File: src/rtl/core/ucd_pkg.sv
// shared types, constants and checksum function of the usb can frame deframer
package ucd_pkg;

	localparam int unsigned ByteW    = 8;
	localparam int unsigned IdW      = 11;
	localparam int unsigned WordW    = 32;
	localparam int unsigned HeldLen  = 17;
	localparam int unsigned FillW    = 5;
	localparam int unsigned SumW     = 13;
	localparam int unsigned NumRegs  = 4;
	localparam int unsigned AddrW    = 4;
	localparam int unsigned DataW    = 32;
	localparam int unsigned QueueDepth = 2;

	localparam logic [ByteW-1:0] StartMark = 8'hF0;
	localparam logic [ByteW-1:0] TypeMark  = 8'h55;
	localparam logic [ByteW-1:0] ChanMark  = 8'hAA;

	localparam logic [IdW-1:0] MsgIdFirstRst  = 11'd1024;
	localparam logic [IdW-1:0] MsgIdLastRst   = 11'd1031;
	localparam logic [IdW-1:0] StatusIdRst    = 11'd1042;
	localparam logic [IdW-1:0] HeartbeatIdRst = 11'd1664;

	typedef enum logic [1:0] {
		REG_MSG_ID_FIRST,
		REG_MSG_ID_LAST,
		REG_STATUS_ID,
		REG_HEARTBEAT_ID
	} ucd_reg_t;

	typedef struct packed {
		logic [IdW-1:0]   can_id;
		logic [WordW-1:0] data_low;
		logic [WordW-1:0] data_high;
	} ucd_frame_t;

	typedef struct packed {
		logic [IdW-1:0] msg_id_first;
		logic [IdW-1:0] msg_id_last;
		logic [IdW-1:0] status_id;
		logic [IdW-1:0] heartbeat_id;
	} ucd_cfg_t;

	// sum folded twice with end-around carry, then negated
	function automatic logic [ByteW-1:0] frame_chk(input logic [SumW-1:0] sum);
		logic [ByteW:0] fold1;
		logic [ByteW:0] fold2;
		fold1 = {1'b0, sum[ByteW-1:0]} + {{(2*ByteW+1-SumW){1'b0}}, sum[SumW-1:ByteW]};
		fold2 = {1'b0, fold1[ByteW-1:0]} + {{ByteW{1'b0}}, fold1[ByteW]};
		return ByteW'((ByteW+1)'(0) - fold2);
	endfunction

endpackage

File: src/rtl/core/ucd_channels.sv
// handshake channel interfaces for received bytes and decoded frames
interface ucd_rx_if;
	import ucd_pkg::*;
	logic             valid;
	logic             ready;
	logic [ByteW-1:0] rx_byte;
	modport source (output valid, output rx_byte, input ready);
	modport sink (input valid, input rx_byte, output ready);
endinterface

interface ucd_res_if;
	import ucd_pkg::*;
	logic             valid;
	logic             ready;
	logic [IdW-1:0]   can_id;
	logic [WordW-1:0] data_low;
	logic [WordW-1:0] data_high;
	modport source (output valid, output can_id, output data_low, output data_high,
		input ready);
	modport sink (input valid, input can_id, input data_low, input data_high,
		output ready);
endinterface

File: src/rtl/core/usb_can_frame_deframer.sv
// usb can frame deframer: received byte stream in, filtered can frames out
// The rx channel takes one received byte per transfer, one per cycle when the
// block is ready. Bytes fill a 17-byte sliding window; a frame starts with
// 0xF0 and ends with the folded negated checksum of its first 17 bytes. A
// matching frame consumes all 18 bytes, otherwise the oldest byte drops out.
// Frames of the right type and channel go through a small queue to the id
// filter; a frame that passes is offered on the res channel as one transfer.
// Throughput is one byte per cycle while the queue has room, set by the
// running window sum that is updated with each byte. A frame is written
// into the queue with its last byte, then loaded into the output register.
// When res stalls, the output register and the queue hold frames; rx ready
// drops only once the queue is full. Reset empties the window, queue and
// output register and loads the default filter ids. The id filter registers
// sit on the apb port at byte addresses 0, 4, 8, 12 and are to be written
// only while no frame is in flight; the block does not enforce this.
module usb_can_frame_deframer #(
	parameter int unsigned QueueDepth = ucd_pkg::QueueDepth
) (
	input  logic                      clk,
	input  logic                      arst_n,
	ucd_rx_if.sink                    rx,
	ucd_res_if.source                 res,
	input  logic                      psel,
	input  logic                      penable,
	input  logic                      pwrite,
	input  logic [ucd_pkg::AddrW-1:0] paddr,
	input  logic [ucd_pkg::DataW-1:0] pwdata,
	output logic [ucd_pkg::DataW-1:0] prdata,
	output logic                      pready
);
	import ucd_pkg::*;

	ucd_cfg_t   cfg;
	logic       push_valid;
	logic       push_ready;
	ucd_frame_t push_data;
	logic       pop_valid;
	logic       pop_ready;
	ucd_frame_t pop_data;

	ucd_cfg u_cfg (
		.clk     (clk),
		.arst_n  (arst_n),
		.psel    (psel),
		.penable (penable),
		.pwrite  (pwrite),
		.paddr   (paddr),
		.pwdata  (pwdata),
		.prdata  (prdata),
		.pready  (pready),
		.cfg     (cfg)
	);

	ucd_front u_front (
		.clk        (clk),
		.arst_n     (arst_n),
		.rx         (rx),
		.push_valid (push_valid),
		.push_data  (push_data),
		.push_ready (push_ready)
	);

	ucd_queue #(
		.Depth (QueueDepth)
	) u_queue (
		.clk        (clk),
		.arst_n     (arst_n),
		.push_valid (push_valid),
		.push_data  (push_data),
		.push_ready (push_ready),
		.pop_valid  (pop_valid),
		.pop_data   (pop_data),
		.pop_ready  (pop_ready)
	);

	ucd_back u_back (
		.clk       (clk),
		.arst_n    (arst_n),
		.cfg       (cfg),
		.pop_valid (pop_valid),
		.pop_data  (pop_data),
		.pop_ready (pop_ready),
		.res       (res)
	);

endmodule

File: src/rtl/core/ucd_cfg.sv
// apb register bank holding the id filter settings
module ucd_cfg (
	input  logic                         clk,
	input  logic                         arst_n,
	input  logic                         psel,
	input  logic                         penable,
	input  logic                         pwrite,
	input  logic [ucd_pkg::AddrW-1:0]    paddr,
	input  logic [ucd_pkg::DataW-1:0]    pwdata,
	output logic [ucd_pkg::DataW-1:0]    prdata,
	output logic                         pready,
	output ucd_pkg::ucd_cfg_t            cfg
);
	import ucd_pkg::*;

	ucd_cfg_t cfg_q;
	ucd_reg_t sel;
	logic     wr_en;

	assign sel    = ucd_reg_t'(paddr[AddrW-1:2]);
	assign wr_en  = psel && penable && pwrite;
	assign pready = 1'b1;
	assign cfg    = cfg_q;

	always_ff @(posedge clk or negedge arst_n) begin
		if (!arst_n) begin
			cfg_q.msg_id_first <= MsgIdFirstRst;
			cfg_q.msg_id_last  <= MsgIdLastRst;
			cfg_q.status_id    <= StatusIdRst;
			cfg_q.heartbeat_id <= HeartbeatIdRst;
		end else if (wr_en) begin
			unique case (sel)
				REG_MSG_ID_FIRST: cfg_q.msg_id_first <= pwdata[IdW-1:0];
				REG_MSG_ID_LAST:  cfg_q.msg_id_last  <= pwdata[IdW-1:0];
				REG_STATUS_ID:    cfg_q.status_id    <= pwdata[IdW-1:0];
				REG_HEARTBEAT_ID: cfg_q.heartbeat_id <= pwdata[IdW-1:0];
				default: ;
			endcase
		end
	end

	always_comb begin
		prdata = '0;
		unique case (sel)
			REG_MSG_ID_FIRST: prdata = DataW'(cfg_q.msg_id_first);
			REG_MSG_ID_LAST:  prdata = DataW'(cfg_q.msg_id_last);
			REG_STATUS_ID:    prdata = DataW'(cfg_q.status_id);
			REG_HEARTBEAT_ID: prdata = DataW'(cfg_q.heartbeat_id);
			default:          prdata = '0;
		endcase
	end

endmodule

File: src/rtl/core/ucd_front.sv
// byte window, running checksum and frame detection
module ucd_front (
	input  logic                clk,
	input  logic                arst_n,
	ucd_rx_if.sink              rx,
	output logic                push_valid,
	output ucd_pkg::ucd_frame_t push_data,
	input  logic                push_ready
);
	import ucd_pkg::*;

	logic [ByteW-1:0] window_q [HeldLen];
	logic [FillW-1:0] fill_q;
	logic [SumW-1:0]  sum_q;
	logic             accept;
	logic             full;
	logic             is_frame;

	assign rx.ready = push_ready;
	assign accept   = rx.valid && rx.ready;
	assign full     = (fill_q == FillW'(HeldLen));
	assign is_frame = full && (window_q[0] == StartMark) &&
		(rx.rx_byte == frame_chk(sum_q));

	assign push_valid = accept && is_frame &&
		(window_q[1] == TypeMark) && (window_q[2] == ChanMark);
	assign push_data.can_id    = {window_q[4], window_q[5][ByteW-1 -: 3]};
	assign push_data.data_low  = {window_q[12], window_q[11], window_q[10], window_q[9]};
	assign push_data.data_high = {window_q[16], window_q[15], window_q[14], window_q[13]};

	// newest byte always enters at the top, oldest sits at index zero once full
	always_ff @(posedge clk) begin
		if (accept) begin
			for (int i = 0; i < HeldLen - 1; i++) begin
				window_q[i] <= window_q[i+1];
			end
			window_q[HeldLen-1] <= rx.rx_byte;
		end
	end

	// sum of held bytes kept incrementally
	always_ff @(posedge clk or negedge arst_n) begin
		if (!arst_n) begin
			fill_q <= '0;
			sum_q  <= '0;
		end else if (accept) begin
			if (!full) begin
				fill_q <= fill_q + FillW'(1);
				sum_q  <= sum_q + SumW'(rx.rx_byte);
			end else if (is_frame) begin
				fill_q <= '0;
				sum_q  <= '0;
			end else begin
				sum_q <= sum_q - SumW'(window_q[0]) + SumW'(rx.rx_byte);
			end
		end
	end

endmodule

File: src/rtl/core/ucd_queue.sv
// small fifo between frame detection and result output
module ucd_queue #(
	parameter int unsigned Depth = ucd_pkg::QueueDepth
) (
	input  logic                clk,
	input  logic                arst_n,
	input  logic                push_valid,
	input  ucd_pkg::ucd_frame_t push_data,
	output logic                push_ready,
	output logic                pop_valid,
	output ucd_pkg::ucd_frame_t pop_data,
	input  logic                pop_ready
);
	import ucd_pkg::*;

	localparam int unsigned PtrW = (Depth > 1) ? $clog2(Depth) : 1;
	localparam int unsigned CntW = $clog2(Depth + 1);

	ucd_frame_t      mem_q [Depth];
	logic [PtrW-1:0] wr_ptr_q;
	logic [PtrW-1:0] rd_ptr_q;
	logic [CntW-1:0] count_q;
	logic            do_push;
	logic            do_pop;

	assign push_ready = (count_q != CntW'(Depth));
	assign pop_valid  = (count_q != '0);
	assign pop_data   = mem_q[rd_ptr_q];
	assign do_push    = push_valid && push_ready;
	assign do_pop     = pop_valid && pop_ready;

	always_ff @(posedge clk) begin
		if (do_push) begin
			mem_q[wr_ptr_q] <= push_data;
		end
	end

	always_ff @(posedge clk or negedge arst_n) begin
		if (!arst_n) begin
			wr_ptr_q <= '0;
			rd_ptr_q <= '0;
			count_q  <= '0;
		end else begin
			if (do_push) begin
				wr_ptr_q <= (wr_ptr_q == PtrW'(Depth - 1)) ? '0 : wr_ptr_q + PtrW'(1);
			end
			if (do_pop) begin
				rd_ptr_q <= (rd_ptr_q == PtrW'(Depth - 1)) ? '0 : rd_ptr_q + PtrW'(1);
			end
			if (do_push && !do_pop) begin
				count_q <= count_q + CntW'(1);
			end else if (do_pop && !do_push) begin
				count_q <= count_q - CntW'(1);
			end
		end
	end

endmodule

File: src/rtl/core/ucd_back.sv
// id filter and output register of the result channel
module ucd_back (
	input  logic                clk,
	input  logic                arst_n,
	input  ucd_pkg::ucd_cfg_t   cfg,
	input  logic                pop_valid,
	input  ucd_pkg::ucd_frame_t pop_data,
	output logic                pop_ready,
	ucd_res_if.source           res
);
	import ucd_pkg::*;

	ucd_frame_t out_q;
	logic       out_valid_q;
	logic       pass;
	logic       do_pop;

	assign pass = ((pop_data.can_id >= cfg.msg_id_first) &&
		(pop_data.can_id <= cfg.msg_id_last)) ||
		(pop_data.can_id == cfg.status_id) ||
		(pop_data.can_id == cfg.heartbeat_id);

	assign pop_ready = !out_valid_q || res.ready;
	assign do_pop    = pop_valid && pop_ready;

	assign res.valid     = out_valid_q;
	assign res.can_id    = out_q.can_id;
	assign res.data_low  = out_q.data_low;
	assign res.data_high = out_q.data_high;

	always_ff @(posedge clk) begin
		if (do_pop) begin
			out_q <= pop_data;
		end
	end

	// a filtered-out frame is popped and dropped; it loads the output register but leaves res valid low
	always_ff @(posedge clk or negedge arst_n) begin
		if (!arst_n) begin
			out_valid_q <= 1'b0;
		end else if (do_pop) begin
			out_valid_q <= pass;
		end else if (res.ready) begin
			out_valid_q <= 1'b0;
		end
	end

endmodule

File: src/flat_wrapper.sv
// flat-port wrapper written by rule: the top's interface ports become plain ports
module usb_can_frame_deframer_flat import ucd_pkg::*;
#(
	parameter int unsigned QueueDepth = ucd_pkg::QueueDepth
)
  (clk, arst_n, psel, penable, pwrite, paddr, pwdata, prdata, pready, rx_valid, rx_rx_byte, rx_ready, res_valid, res_can_id, res_data_low, res_data_high, res_ready);
  ucd_rx_if rx_i ();
  ucd_res_if res_i ();
  input  logic clk;
  input  logic arst_n;
  input  logic psel;
  input  logic penable;
  input  logic pwrite;
  input  logic [ucd_pkg::AddrW-1:0] paddr;
  input  logic [ucd_pkg::DataW-1:0] pwdata;
  output logic [ucd_pkg::DataW-1:0] prdata;
  output logic pready;
  input wire logic [$bits(rx_i.valid)-1:0] rx_valid;
  input wire logic [$bits(rx_i.rx_byte)-1:0] rx_rx_byte;
  output wire logic [$bits(rx_i.ready)-1:0] rx_ready;
  output wire logic [$bits(res_i.valid)-1:0] res_valid;
  output wire logic [$bits(res_i.can_id)-1:0] res_can_id;
  output wire logic [$bits(res_i.data_low)-1:0] res_data_low;
  output wire logic [$bits(res_i.data_high)-1:0] res_data_high;
  input wire logic [$bits(res_i.ready)-1:0] res_ready;
  assign rx_i.valid = rx_valid;
  assign rx_i.rx_byte = rx_rx_byte;
  assign rx_ready = rx_i.ready;
  assign res_valid = res_i.valid;
  assign res_can_id = res_i.can_id;
  assign res_data_low = res_i.data_low;
  assign res_data_high = res_i.data_high;
  assign res_i.ready = res_ready;
  usb_can_frame_deframer #(.QueueDepth(QueueDepth)) u_core (.clk(clk), .arst_n(arst_n), .rx(rx_i), .res(res_i), .psel(psel), .penable(penable), .pwrite(pwrite), .paddr(paddr), .pwdata(pwdata), .prdata(prdata), .pready(pready));
endmodule
File: config.mk
export PLATFORM = sky130hd
export DESIGN_NAME = usb_can_frame_deframer_flat
export DESIGN_NICKNAME = d
export VERILOG_FILES = /design/src/rtl/core/ucd_pkg.sv /design/src/rtl/core/ucd_channels.sv /design/src/rtl/core/usb_can_frame_deframer.sv /design/src/rtl/core/ucd_cfg.sv /design/src/rtl/core/ucd_front.sv /design/src/rtl/core/ucd_queue.sv /design/src/rtl/core/ucd_back.sv /design/src/flat_wrapper.sv
export SDC_FILE = /design/constraint.sdc
export NUM_CORES = 1
export LEC_CHECK = 0
export ABC_AREA = 1
export BUFFER_PORTS_ARGS = -buffer_cell sky130_fd_sc_hd__buf_2
export CORE_MARGIN = 2
export CORE_UTILIZATION = 50
export CTS_BUF_LIST = sky130_fd_sc_hd__clkbuf_4 sky130_fd_sc_hd__clkbuf_8 sky130_fd_sc_hd__clkbuf_16
export CTS_CLUSTER_DIAMETER = 120
export DETAILED_ROUTE_END_ITERATION = 7
export HOLD_SLACK_MARGIN = 0.15
export PLACE_DENSITY = 0.67
export SLEW_MARGIN = 30
export SYNTH_ARGS = -nofsm -noshare
export SYNTH_HDL_FRONTEND = slang
export SYNTH_SLANG_ARGS = --single-unit
File: constraint.sdc
create_clock -name clk -period 8.9 [get_ports clk]
set_clock_uncertainty 0.2 [all_clocks]
set_input_delay 2.225 -clock clk [delete_from_list [all_inputs] [get_ports clk]]
set_output_delay 2.225 -clock clk [all_outputs]
set_load 0.05 [all_outputs]
# ---- Word level (Yosys, flattened, before mapping)
# Memories as Yosys holds them, arrays and structs flattened.
# Cells that the tools add are included.
dict set report word_totals {
  regBits 142
  mem_bits_rw 286
  out_inout_bits 110
  elab_cells 83
  input_bits 51
  n_memories 2
}
dict set report op_classes {
  add_sub_neg 11
  reduce_logical 28
  n_lt_le_gt_ge 2
  n_mux 15
  eq_ne 12
}
# memory words width read_ports rd_ports_with_merged_regs wr line_no
set memory_table {}
lappend memory_table {u_core.u_queue.mem_q 2 75 1 0 1 ucd_queue.sv:19} ;# ucd_frame_t mem_q [Depth];
lappend memory_table {u_core.u_front.window_q 17 8 17 0 17 ucd_front.sv:12} ;# logic [ByteW-1:0] window_q [HeldLen];
# operator n
set ops {}
lappend ops {{case mux 32 bit (4 select lines)} 1}
lappend ops {{adder 13 x 8 -> 13 bit} 2}
lappend ops {{2-to-1 mux 13 bit} 2}
lappend ops {{== test 11 bit} 2}
lappend ops {{== test 8 bit, second input constant} 2}
lappend ops {{logical AND 1 bit} 13}
lappend ops {{subtractor 13 x 8 -> 13 bit} 1}
lappend ops {{greater-or-equal comparator 11 bit} 1}
lappend ops {{<= comparator 11 bit} 1}
lappend ops {{2-to-1 mux 5 bit} 2}
lappend ops {{AND reduction 2 bit} 5}
lappend ops {{adder 8 x 5 -> 9 bit} 1}
lappend ops {{adder 8 x 1 -> 8 bit} 1}
lappend ops {{== test 8 x 7 -> 1 bit, second input constant} 1}
lappend ops {{== test 8 bit} 1}
lappend ops {{2-to-1 mux 1 bit} 8}
lappend ops {{subtractor 1 x 8 -> 8 bit, first input constant} 1}
lappend ops {{nonzero test 2 bit} 3}
lappend ops {{adder 5 x 1 -> 5 bit, second input constant} 1}
lappend ops {{== test 5 bit, second input constant} 1}
lappend ops {{== test 2 bit, second input constant} 2}
lappend ops {{2-to-1 mux 2 bit} 2}
lappend ops {{logical NOT 1 bit} 3}
lappend ops {{logical OR 1 bit} 3}
lappend ops {{other kinds (7)} 8}

# ---- Logic depth before layout (Yosys ltp)
# Gate-level depths: netlist (run 1).
dict set report depth {
  ltp_word 13
  mapped_depth 25
  mapped_depth_nobuf 25
}

# ---- Modules after synthesis
# From an unflattened synthesis (run 1), not the netlist that was laid out.
dict set report hier_totals {
  hier_cells 1596
  area_unflattened_um2 18590.3
}
# mod area_each_um2 seq_area_each_um2 cells_each n_inst
set modules_own_cells {}
lappend modules_own_cells {ucd_front 7322.0 4534.3 614 1}
lappend modules_own_cells {ucd_queue 5694.2 4604.4 421 1}
lappend modules_own_cells {ucd_back 3296.9 2277.2 267 1}
lappend modules_own_cells {ucd_cfg 2277.2 1114.8 294 1}

# ---- Worst setup path before layout (run 1)
# Ideal clock, no wire load.
dict set report synth_timing {
  path_kind {input -> register}
  start {input res_ready}
  end {register u_core.u_queue.count_q[1]}
  stages 7
  arrival_ns 7.005
  t_required_ns 8.569
  path_slack_ns 1.564
  path_buffers 0
  setup_ns 0.131
  cell_sequence {nor2_1 -> a21oi_1 -> inv_1 -> ha_1 -> a21oi_1 -> o21ai_0 -> xor2_1}
}
dict set report synth_between {
  elab_chain_cells 5
  elab_cells_between_ends 7
  classes_between {1 x mux; 6 x reduce/logical}
}
# item line_no
set synth_lines {}
lappend synth_lines {{from (decl)} flat_wrapper.sv:25} ;# input wire logic [$bits(res_i.ready)-1:0] res_ready;
lappend synth_lines {{logical OR 1 bit *} ucd_back.sv:23} ;# assign pop_ready = !out_valid_q || res.ready;
lappend synth_lines {{logical AND 1 bit *} n/a}
lappend synth_lines {{via u_core.u_back.do_pop} ucd_back.sv:16} ;# logic do_pop;
lappend synth_lines {{logical NOT 1 bit} ucd_queue.sv:50} ;# if (do_push && !do_pop) begin
lappend synth_lines {{logical AND 1 bit} ucd_queue.sv:50}
lappend synth_lines {{2-to-1 mux 2 bit / nonzero test 2 bit (equally long branches)} n/a}
lappend synth_lines {{to (signal assigned)} ucd_queue.sv:51} ;# count_q <= count_q + CntW'(1);
lappend synth_lines {{to (signal assigned)} ucd_queue.sv:53} ;# count_q <= count_q - CntW'(1);
lappend synth_lines {{to (decl)} ucd_queue.sv:22} ;# logic [CntW-1:0] count_q;
# Mark *: on every way through the listed nets, which the timed path passes. The rest lies on a longest branch.
# A chain may end at the register's enable or synchronous reset.

# ---- Worst setup path after layout (run 1)
dict set report layout_timing {
  start {input paddr[3] (netlist bit)}
  end {output prdata[3] (netlist bit)}
}
dict set report layout_between {
  elab_chain_cells 2
  elab_cells_between_ends 5
  classes_between {3 x eq/ne; 1 x mux; 1 x reduce/logical}
}
# item line_no
set layout_lines {}
lappend layout_lines {{from (decl)} flat_wrapper.sv:14} ;# input logic [ucd_pkg::AddrW-1:0] paddr;
lappend layout_lines {{== test 2 bit, or another cell as far along} ucd_cfg.sv:44} ;# unique case (sel)
lappend layout_lines {{case mux 32 bit (4 select lines) *} ucd_cfg.sv:44}
lappend layout_lines {{to (decl)} flat_wrapper.sv:16} ;# output logic [ucd_pkg::DataW-1:0] prdata;
# Mark *: on every way between the ends. The rest lies on a longest branch, timed or not. The select of a mux whose other input is x is not followed.

==> results of run 1 <==
[placed cells by master (no fill, tap or decap), types with 8 or more instances in the layout]
cell type	Yosys	final
xor2_1	41	41
ha_1	63	63
inv_1	139	137
nor4_1	9	9
clkbuf_4	0	10
nand3_1	38	38
conb_1	2	22
clkbuf_16	0	43
nand2_1	424	424
a221oi_1	8	8
o21ai_0	70	70
clkinv_1	1	10
dfrtp_1	56	55
dfstp_2	11	11
fa_1	10	10
nor2_1	41	38
a21oi_1	37	36
nand4_1	15	15
edfxtp_1	361	361
buf_2	2	115
a22oi_1	10	10
nor3_1	9	9
[stage by stage]
| step | worst slack, ps | cells | util (%) |
|---|---|---|---|
| floorplan | 1560 | 1463 | - |
| global placement | 2490 | 1995 | 53.4 |
| detailed placement | 2490 | 1995 | 53.4 |
| CTS | 2490 | 2071 | 57.2 |
| global route | 2580 | 2071 | 57.3 |
| finish | 2700 | 2071 | 57.3 |
[Yosys cell counts (all sizes together)]
master and instances:
edfxtp 361, o21bai 2, nand3 39, nor4 9, o31ai 2, buf 29, a221oi 8, fa 10
xor2 41, nand2 432, nand4 15, a21o 1, and3b 1, dfstp 11, nor3 9, a22oi 10
a21oi 38, ha 63, o2111ai 2, o21a 5, o21ai 73, xnor2 7, inv 139, conb 2
dfrtp 56, and3 2, nor2 42, or2 4, clkbuf 23, nand3b 2, clkinv 1, a31oi 2
a31o 2
[flip-flops by register name, indices dropped and copies added (netlist names)]
name	flops
u_core.u_back.res.can_id	11
u_core.u_cfg.cfg	44
u_core.u_back.res.valid	1
u_core.u_front.sum_q	13
u_core.u_back.res.data_low	32
u_core.u_back.res.data_high	32
u_core.u_queue.rd_ptr_q	1
u_core.u_front.fill_q	5
u_core.u_queue.wr_ptr_q	1
u_core.u_queue.mem_q	150
u_core.u_queue.count_q	2
u_core.u_front.window_q	136
[area by class of cell]
| cell class | count | share of cell area, % |
|---|---|---|
| multi-input cells | 843 | 22.8 |
| flip-flops and latches | 428 | 61.8 |
| repair buffers | 123 | 3.19 |
| well taps | 461 | 2.85 |
| inverters | 140 | 2.62 |
| clock inverters | 23 | 1.00 |
| clock buffers | 53 | 5.68 |
[worst paths after layout]
| check | end | slack (ps) |
|---|---|---|
| min in group asynchronous | u_core.u_cfg.cfg[20]$_DFFE_PN0P_ | 1580 |
| min reg2reg | u_core.u_front.window_q[0][51]$_DFFE_PP_ | 220 |
| max | prdata[3] | 2700 |
| min | u_core.u_front.window_q[0][51]$_DFFE_PP_ | 220 |
| max in group asynchronous | u_core.u_queue.rd_ptr_q$_DFFE_PN0P_ | 6440 |
| max reg2reg | u_core.u_queue.mem_q[1][3]$_DFFE_PP_ | 3830 |
[routing by layer]
metal	GRT usage (%)	part of all wire (%)
met5	0	0
met4	5.30	1.7
met3	3.13	5.5
met2	30.2	47
met1	27.5	46
[power groups by stage]
stage / Combinational, W / Sequential [W] / Clock (W)
after floorplan: 0.00198 / 0.00371 / 0
after global placement: 0.00329 / 0.00312 / 0
after detailed placement: 0.00336 / 0.00313 / 0
after CTS: 0.00338 / 0.00310 / 0.00176
after global routing: 0.00377 / 0.00314 / 0.00183
final: 0.00336 / 0.00309 / 0.00172
[logic make-up after synthesis]
| kind of cell | after synthesis | synth area share [%] |
|---|---|---|
| buf+inv | 192 | 4.51 |
| simple gates | 555 | 12.7 |
| other cells | 2 | 0.0420 |
| xor+xnor | 48 | 2.35 |
| compound gates | 145 | 4.67 |
| flops | 428 | 70.2 |
| fa+ha+maj | 73 | 5.53 |
[worst max-delay path, stage by stage]
cell and delay [ps]:
buf_2 110, inv_1 160, nor2_2 480, a221oi_1 150
a22oi_1 300, buf_2 330
==> out/summary.txt, run 1 <==
Combinational fraction of design power -> 41.2%
WL/cell -> 17.0 µm
Crit Path Category -> in2out
Int Power -> 0.00480 W
Drt drc -> 0
Final Hold Vio Count -> 0
Worst EP arrival -> 3780 ps
Clock network power share -> 21.0%
Slew Viols, Final -> 0
Area of the multi-input gates -> 0.00463 mm²
CTS tree -> done
IO Pins -> 161
Power per cell area -> 403 mW/mm²
Minimum clock period after layout -> 6200 ps
Sequential fraction of the synthesis area -> 70.2%
P_leak -> 8.53 nW
Initial antenna violation count -> 0
Sw Pwr -> 0.00338 W
First-pass GRT wire length -> 54,000 µm
Initial drt markers -> 721
Antenna-violating nets left -> 0
Worst-margin pin slew -> 895 ps
Period Utilization, post-route -> 69.7%
Register area -> 0.0125 mm²
Reg clk slew, reported paths -> 60 ps
Hold Buf Count CTS -> 0
Width of the die -> 193 µm
Post-DP HPWL -> 22,300 µm
Hold WC Path Type -> reg2reg
Crit. Startpoint -> paddr[3]
Clk Latency, worst-skew pair -> 560 ps
Area after DPL -> 0.0189 mm²
Final WL -> 35,200 µm
CP required -> 6480 ps
Die Span Y -> 193 µm
Cell row count -> 69
Hold depth -> 0
Largest net degree at the start of global routing -> 96
Worst rel slew slack -> 40.4%
Post-CTS Setup Bufs -> 0
Clock buffer depth -> 3
Crit Reg-Reg Startpoint -> u_core.u_front.sum_q[8]$_DFFE_PN0P_
Hold Path Origin -> u_core.u_front.window_q[0][59]$_DFFE_PP_
Post-Synthesis Cell Area -> 0.0179 mm²
Fmax -> 161 MHz
Syn_area_per_cell -> 12.4 µm²
Post-synth top area share -> 60.7%
Layout area overhead -> 13.5%
Final setup viols -> 0
WHS -> 216 ps
Port Buffers -> 115
Yosys reg bits -> 428
H-tree depth -> 2
RSZ-0062 raised after global routing -> false
Total Power -> 0.00817 W
CTS resizes -> 0
Peak supply drop -> 250 µV
Max FO, Critical Path -> 10
Synth area leaders -> edfxtp_1 61%, nand2_1 8.9%, dfrtp_1 7.8%
Max-Cap Viols -> 0
Starting Density -> 50.5%
Reg2Reg Depth -> 18
Seq pwr share -> 37.8%
Synth cell types -> 42
GRT Total Usage -> 19.0%
Layout cells sized above 1 -> 14.1%
First-pass iteration count of the detailed router -> 5
Core box area -> 0.0354 mm²
Drt via density -> 5.12
Vias in the first global route -> 9,983
Element type at the critical path start -> primary input
Die area -> 0.0372 mm²
Outcome -> finished, final reports clean
Yosys synthesis warning count -> 0
Fin area -> 0.0203 mm²
Synthesized netlist cell count -> 1,443
Yosys top cell by area -> edfxtp_1
Fin nets -> 1,703
Routability cong. -> 0.871
Switching share of power -> 41.3%
Total number of vias -> 10,601
Critical Path Sink Type -> output pin
GR Overflow Total -> 0
Setup_tns -> 0 ps
# diodes -> 0
Cts bufs inserted -> 43
CTS Root Cell -> clkbuf_16
Fillcell total -> 2,839
CTS sink count -> 428
No activity file was read; power rests on OpenSTA's default activity.
==> run 2, diff against run 1 <==
- PLACE_DENSITY: 0.67 -> 0.7
- clock period: 8.9 -> 5.5 ns (I/O delays scaled with it)
==> out/summary.txt, run 2 (same netlist as run 1, synthesis figures left out) <==
Crit Reg-Reg Startpoint -> u_core.u_front.sum_q[8]$_DFFE_PN0P_
Commonest non-fill, non-tap cell in the layout -> nand2_1
Worst rel slew slack -> 41.8% (+1.5 points)
GR Overflow Total -> 0 (unchanged)
Cts bufs inserted -> 43 (unchanged)
Period Utilization, post-route -> 80.9%
P_leak -> 8.60 nW (+0.93%)
Power per cell area -> 659 mW/mm² (+64%)
Width of the die -> 193 µm (unchanged)
Initial antenna violation count -> 0 (unchanged)
Switching share of power -> 40.8% (-0.47 points)
Max FO, Critical Path -> 44 (+34)
RSZ-0062 raised after global routing -> false
Drt via density -> 5.14 (+0.39%)
Post-CTS Setup Bufs -> 0 (unchanged)
Fin area -> 0.0204 mm² (+0.75%)
Antenna-violating nets left -> 0 (unchanged)
IO Pins -> 161 (unchanged)
# diodes -> 0 (unchanged)
CTS Root Cell -> clkbuf_16
Initial drt markers -> 724 (+0.42%)
Minimum clock period after layout -> 4450 ps
Drt drc -> 0 (unchanged)
WHS -> 207 ps (-9.32 ps)
Clock network power share -> 22.4% (+1.4 points)
Port Buffers -> 115 (unchanged)
CP required -> 5470 ps (-1010 ps)
Clock buffer depth -> 3 (unchanged)
Hold depth -> 0 (unchanged)
Final WL -> 35,600 µm (+1.2%)
Sw Pwr -> 0.00550 W (+63%)
Worst EP arrival -> 4420 ps (+640 ps)
Max FFs per register -> 150 (unchanged)
Worst hold endpoint -> u_core.u_front.window_q[0][62]$_DFFE_PP_
Reg2Reg Depth -> 18 (unchanged)
Worst R2R Setup Slack -> 1050 ps (-2780 ps)
First-pass GRT wire length -> 54,500 µm (+0.83%)
Most frequent cells in the layout -> 424 x nand2_1, 361 x edfxtp_1, 137 x inv_1
Largest net degree at the start of global routing -> 97 (+1.0%)
Fin nets -> 1,707 (+0.23%)
Outcome -> finished, final reports clean
Crit. Startpoint -> u_core.u_front.sum_q[8]$_DFFE_PN0P_
GRT Total Usage -> 19.2% (+0.16 points)
Slowest stage delay, CP -> 540 ps (+60 ps)
Element type at the critical path start -> flip-flop
Slowest-stage cell, CP -> buf_4
First-pass iteration count of the detailed router -> 5 (unchanged)
Slew Viols, Final -> 0 (unchanged)
Total Power -> 0.0135 W (+65%)
Fillcell total -> 2,790 (-1.7%)
# placed instances -> 1,999 (+0.20%)
Starting Density -> 50.5% (unchanged)
Reg clk slew, reported paths -> 60 ps (about the same)
Most frequent CP cell -> ha_1
Most flops, register -> u_core.u_queue.mem_q
Hold Path Origin -> u_core.u_front.window_q[0][70]$_DFFE_PP_
Seq pwr share -> 37.0% (-0.8 points)
DP Worst Slack -> 1090 ps (-1400 ps)
WL/cell -> 17.1 µm (+0.92%)
Layout area overhead -> 14.3%
Die Span Y -> 193 µm (unchanged)
Critical Path Sink Type -> flip-flop
Routability cong. -> 0.879 (+0.90%)
Crit Path Category -> reg2reg
CTS resizes -> 0 (unchanged)
Reg-to-reg critical path endpoint -> u_core.u_queue.mem_q[0][51]$_DFFE_PP_
Peak supply drop -> 411 µV (+64%)
Vias in the first global route -> 10,108 (+1.3%)
Layout cells sized above 1 -> 14.7% (+0.57 points)
Die area -> 0.0372 mm² (unchanged)
Combinational fraction of design power -> 40.6% (-0.6 points)
CTS tree -> done
Int Power -> 0.00797 W (+66%)
Worst-margin pin slew -> 873 ps (-22.0 ps)
CTS sink count -> 428 (unchanged)
Hold Buf Count CTS -> 0 (unchanged)
Final Hold Vio Count -> 0 (unchanged)
Post-Layout Cell Count -> 2,077 (+0.29%)
Fmax -> 225 MHz
Total number of vias -> 10,673 (+0.68%)
Clk Latency, worst-skew pair -> 550 ps (about the same)
Cell row count -> 69 (unchanged)
Area after DPL -> 0.0189 mm² (+0.21%)
Max-Cap Viols -> 0 (unchanged)
Final setup margin -> 1050 ps (-1650 ps)
Post-DP HPWL -> 22,600 µm (+1.3%)
Hold WC Path Type -> reg2reg
Worst-path cell chain -> ha_1, fa_1, nand2_1, nand3_2, nand3_1, ha_1, ha_1, inv_1, ha_1, nand2_1, o21ai_0, nor3_1, and3b_1, nand4_1, nor2_1, nand3_1, nor2_4, buf_4
H-tree depth -> 2 (unchanged)
Core box area -> 0.0354 mm² (unchanged)
Final setup viols -> 0 (unchanged)
-- run 2: power by group through the flow --
stage,logic [W],registers [W],clock network (W)
floorplan,0.00321,0.00598,0
global placement,0.00534,0.00503,0
detailed placement,0.00544,0.00504,0
CTS,0.00548,0.00500,0.00307
global route,0.00609,0.00506,0.00320
finish,0.00546,0.00499,0.00301
-- run 2: through the flow --
| stage | setup TNS (ps) | util (%) |
|---|---|---|
| 2_1_floorplan | -143690 | - |
| 3_5_place_dp | 0 | 53.5 |
| 4_1_cts | 0 | 57.7 |
| 3_3_place_gp | 0 | 53.5 |
| 5_1_grt | 0 | 57.7 |
| 6_report | 0 | 57.7 |
-- run 2: how the worst max path moves through the flow --
stage | to | cells after the start
6_report | u_core.u_queue.mem_q[0][51]$_DFFE_PP_ | 18
3_3_place_gp | u_core.u_queue.mem_q[0][51]$_DFFE_PP_ | 18
5_1_grt | u_core.u_queue.mem_q[0][51]$_DFFE_PP_ | 18
4_1_cts | u_core.u_queue.mem_q[0][51]$_DFFE_PP_ | 18
3_5_place_dp | u_core.u_queue.mem_q[0][31]$_DFFE_PP_ | 18
2_1_floorplan | u_core.u_queue.mem_q[0][0]$_DFFE_PP_ | 17
-- run 2: worst max-delay path, delay by kind of cell, from the launching register on --
| family | cells | cell delay, ps |
|---|---|---|
| simple gates | 10 | 1440 |
| fa+ha+maj | 5 | 1310 |
| buf+inv | 2 | 590 |
| compound gates | 1 | 80 |
| flops | 1 | 450 |
-- run 2: final cells by class --
| type | instances | area, µm² | area share [%] |
|---|---|---|---|
| repair buffers | 127 | 682 | 3.34 |
| clock buffers | 49 | 1150 | 5.61 |
| flip-flops and latches | 428 | 12500 | 61.4 |
| clock inverters | 29 | 327 | 1.60 |
| multi-input cells | 843 | 4630 | 22.7 |
| inverters | 140 | 531 | 2.60 |
| well taps | 461 | 577 | 2.82 |
-- run 2: layer usage --
metal	wire (µm)	global-route usage [%]	vias up	part of all wire (%)
met2	16900	30.9	290	47
met3	2040	3.38	46	5.7
met1	16100	27.3	5174	45
met4	586	4.98	0	1.6
li1	-	-	5163	-
met5	0	0	-	0
==> run 3, diff against run 2 <==
- clock period: 5.5 -> 4.05 ns (I/O delays scaled with it)
==> out/summary.txt, run 3 (same netlist as run 1, synthesis figures left out) <==
Power per cell area -> 904 mW/mm² (+37%)
GR Overflow Total -> 0 (unchanged)
Reg-to-reg critical path endpoint -> u_core.u_queue.mem_q[1][8]$_DFFE_PP_
RSZ-0062 raised after global routing -> false
Cts bufs inserted -> 44 (+2.3%)
WL/cell -> 17.4 µm (+1.7%)
Core box area -> 0.0354 mm² (unchanged)
Worst-path cell chain -> ha_4, fa_2, nand2_2, nand3_2, nand3_2, ha_4, ha_4, inv_2, ha_4, nand2_2, o21ai_1, nor3_1, and3b_1, nand4_1, nor2_2, nand3_4, nor2_4, buf_12
Post-DP HPWL -> 23,900 µm (+5.8%)
Critical Path Sink Type -> flip-flop
CTS sink count -> 428 (unchanged)
Fin nets -> 1,724 (+1.0%)
Util after Layout -> 58.8% (+1.2 points)
Slowest-stage cell, CP -> dfrtp_2
Max-Cap Viols -> 0 (unchanged)
Routability cong. -> 0.881 (+0.32%)
Vias in the first global route -> 10,139 (+0.31%)
Max FO, Critical Path -> 38 (-14%)
Period Utilization, post-route -> 94.7% (+14 points)
Drt drc -> 0 (unchanged)
Worst R2R Setup Slack -> 210 ps (-840 ps)
Worst hold endpoint -> u_core.u_front.window_q[0][60]$_DFFE_PP_
Peak supply drop -> 581 µV (+41%)
Most frequent cells in the layout -> 422 x nand2_1, 361 x edfxtp_1, 135 x inv_1
Total number of vias -> 10,734 (+0.57%)
Crit Path Category -> reg2reg
Hold WC Path Type -> reg2reg
First-pass iteration count of the detailed router -> 5 (unchanged)
Worst EP arrival -> 3870 ps (-550 ps)
CTS tree -> done
Most frequent CP cell -> ha_4
Final Hold Vio Count -> 0 (unchanged)
Port Buffers -> 115 (unchanged)
Layout area overhead -> 16.6%
CTS Root Cell -> clkbuf_16
Clock buffer depth -> 3 (unchanged)
GRT Total Usage -> 19.7% (+0.55 points)
Minimum clock period after layout -> 3840 ps (-615 ps)
Outcome -> finished, final reports clean
Cell row count -> 69 (unchanged)
# placed instances -> 2,012 (+0.65%)
Max FFs per register -> 150 (unchanged)
Hold depth -> 0 (unchanged)
Fmax -> 261 MHz (+16%)
Crit Reg-Reg Startpoint -> u_core.u_front.sum_q[0]$_DFFE_PN0P_
Worst-margin pin slew -> 770 ps (-102 ps)
Reg clk slew, reported paths -> 60 ps (about the same)
Final WL -> 36,500 µm (+2.5%)
Slowest stage delay, CP -> 450 ps (-90 ps)
Post-Layout Cell Count -> 2,093 (+0.77%)
Element type at the critical path start -> flip-flop
Die Span Y -> 193 µm (unchanged)
CP required -> 4090 ps (-1380 ps)
Reg2Reg Depth -> 18 (unchanged)
Final setup viols -> 0 (unchanged)
Width of the die -> 193 µm (unchanged)
Hold Path Origin -> u_core.u_front.window_q[0][68]$_DFFE_PP_
IO Pins -> 161 (unchanged)
Largest net degree at the start of global routing -> 62 (-36%)
WHS -> 204 ps (-2.53 ps)
Clk Latency, worst-skew pair -> 570 ps (+20 ps)
Initial antenna violation count -> 0 (unchanged)
First-pass GRT wire length -> 55,800 µm (+2.4%)
Die area -> 0.0372 mm² (unchanged)
Layout cells sized above 1 -> 16.2% (+1.6 points)
Most flops, register -> u_core.u_queue.mem_q
Worst rel slew slack -> 48.6% (+6.8 points)
Slew Viols, Final -> 0 (unchanged)
# diodes -> 0 (unchanged)
H-tree depth -> 2 (unchanged)
Antenna-violating nets left -> 0 (unchanged)
Initial drt markers -> 713 (-1.5%)
Drt via density -> 5.13 (-0.20%)
Starting Density -> 50.5% (unchanged)
Commonest non-fill, non-tap cell in the layout -> nand2_1
P_leak -> 8.72 nW (+1.4%)
## run 3: cell count changes in the layout (fill, tap and decap cells not counted), moves of 3 or more
| cell | delta |
|---|---|
| buf_12 | +8 |
| buf_4 | +8 |
| clkinv_2 | -8 |
| ha_1 | -8 |
| ha_4 | +8 |
| clkinv_1 | +6 |
| clkbuf_8 | -4 |
| clkbuf_4 | +3 |
## run 3: timing repair
action                                  4_1_cts  5_1_grt
endpoints found under the setup margin        0      149
hold endpoints to repair                      8        0
resized for setup                             0        9
buffers inserted                              0        2
hold buffers                                  1        0
## run 3: cell type report
cell class	instances	area, µm²
Multi-Input combinational cell	843	4760
Tap cell	461	577
Clock buffer	49	1140
Clock inverter	29	385
Inverter	140	531
Timing Repair Buffer	143	901
Sequential cell	428	12500
Fill cell	2822	14600
## run 3: worst max path at each step
stage                                         start                               endpoint  slack [ps]  cells past startpoint
4_1_cts        u_core.u_front.sum_q[10]$_DFFE_PN0P_  u_core.u_queue.mem_q[0][39]$_DFFE_PP_          60                     19
3_3_place_gp   u_core.u_front.sum_q[10]$_DFFE_PN0P_  u_core.u_queue.mem_q[0][20]$_DFFE_PP_         180                     19
3_5_place_dp   u_core.u_front.sum_q[10]$_DFFE_PN0P_  u_core.u_queue.mem_q[0][50]$_DFFE_PP_         120                     19
2_1_floorplan   u_core.u_front.sum_q[8]$_DFFE_PN0P_   u_core.u_queue.mem_q[0][0]$_DFFE_PP_        -280                     17
6_report        u_core.u_front.sum_q[0]$_DFFE_PN0P_   u_core.u_queue.mem_q[1][8]$_DFFE_PP_         210                     18
5_1_grt        u_core.u_front.sum_q[11]$_DFFE_PN0P_  u_core.u_queue.count_q[1]$_DFFE_PN0P_          10                     22
## run 3: power breakdown
group | switching [W] | internal, W
Combinational | 0.00539 | 0.00243
Sequential | 0.000617 | 0.00619
Clock | 0.00169 | 0.00250
Total | 0.00770 | 0.0111
## run 3: metal layers
layer	global-route usage (%)	part of all wire [%]	up-vias
li1	-	-	5196
met1	27.7	45	5201
met2	32.3	48	279
met3	3.71	5.6	58
met4	4.66	1.8	0
met5	0	0	-
## run 3: critical path: cells and delay by family, from the launching register on
family                     cells  cell delay [ps]
and+or+nand+nor               10             1330
adders and majority gates      5             1120
DFF                            1              450
buffers and inverters          2              300
AOI/OAI and AO/OA              1               70
## run 3: stage by stage
stage	power, W	setup WS [ps]	TNS [ps]	cell area, µm²
final	0.0188	214	0	20800
after global routing	0.0201	10.8	0	20800
after CTS	0.0189	63.9	0	20800
after detailed placement	0.0146	118	0	19200
after global placement	0.0144	178	0	19200
after floorplan	0.0127	-277	-39930	18100
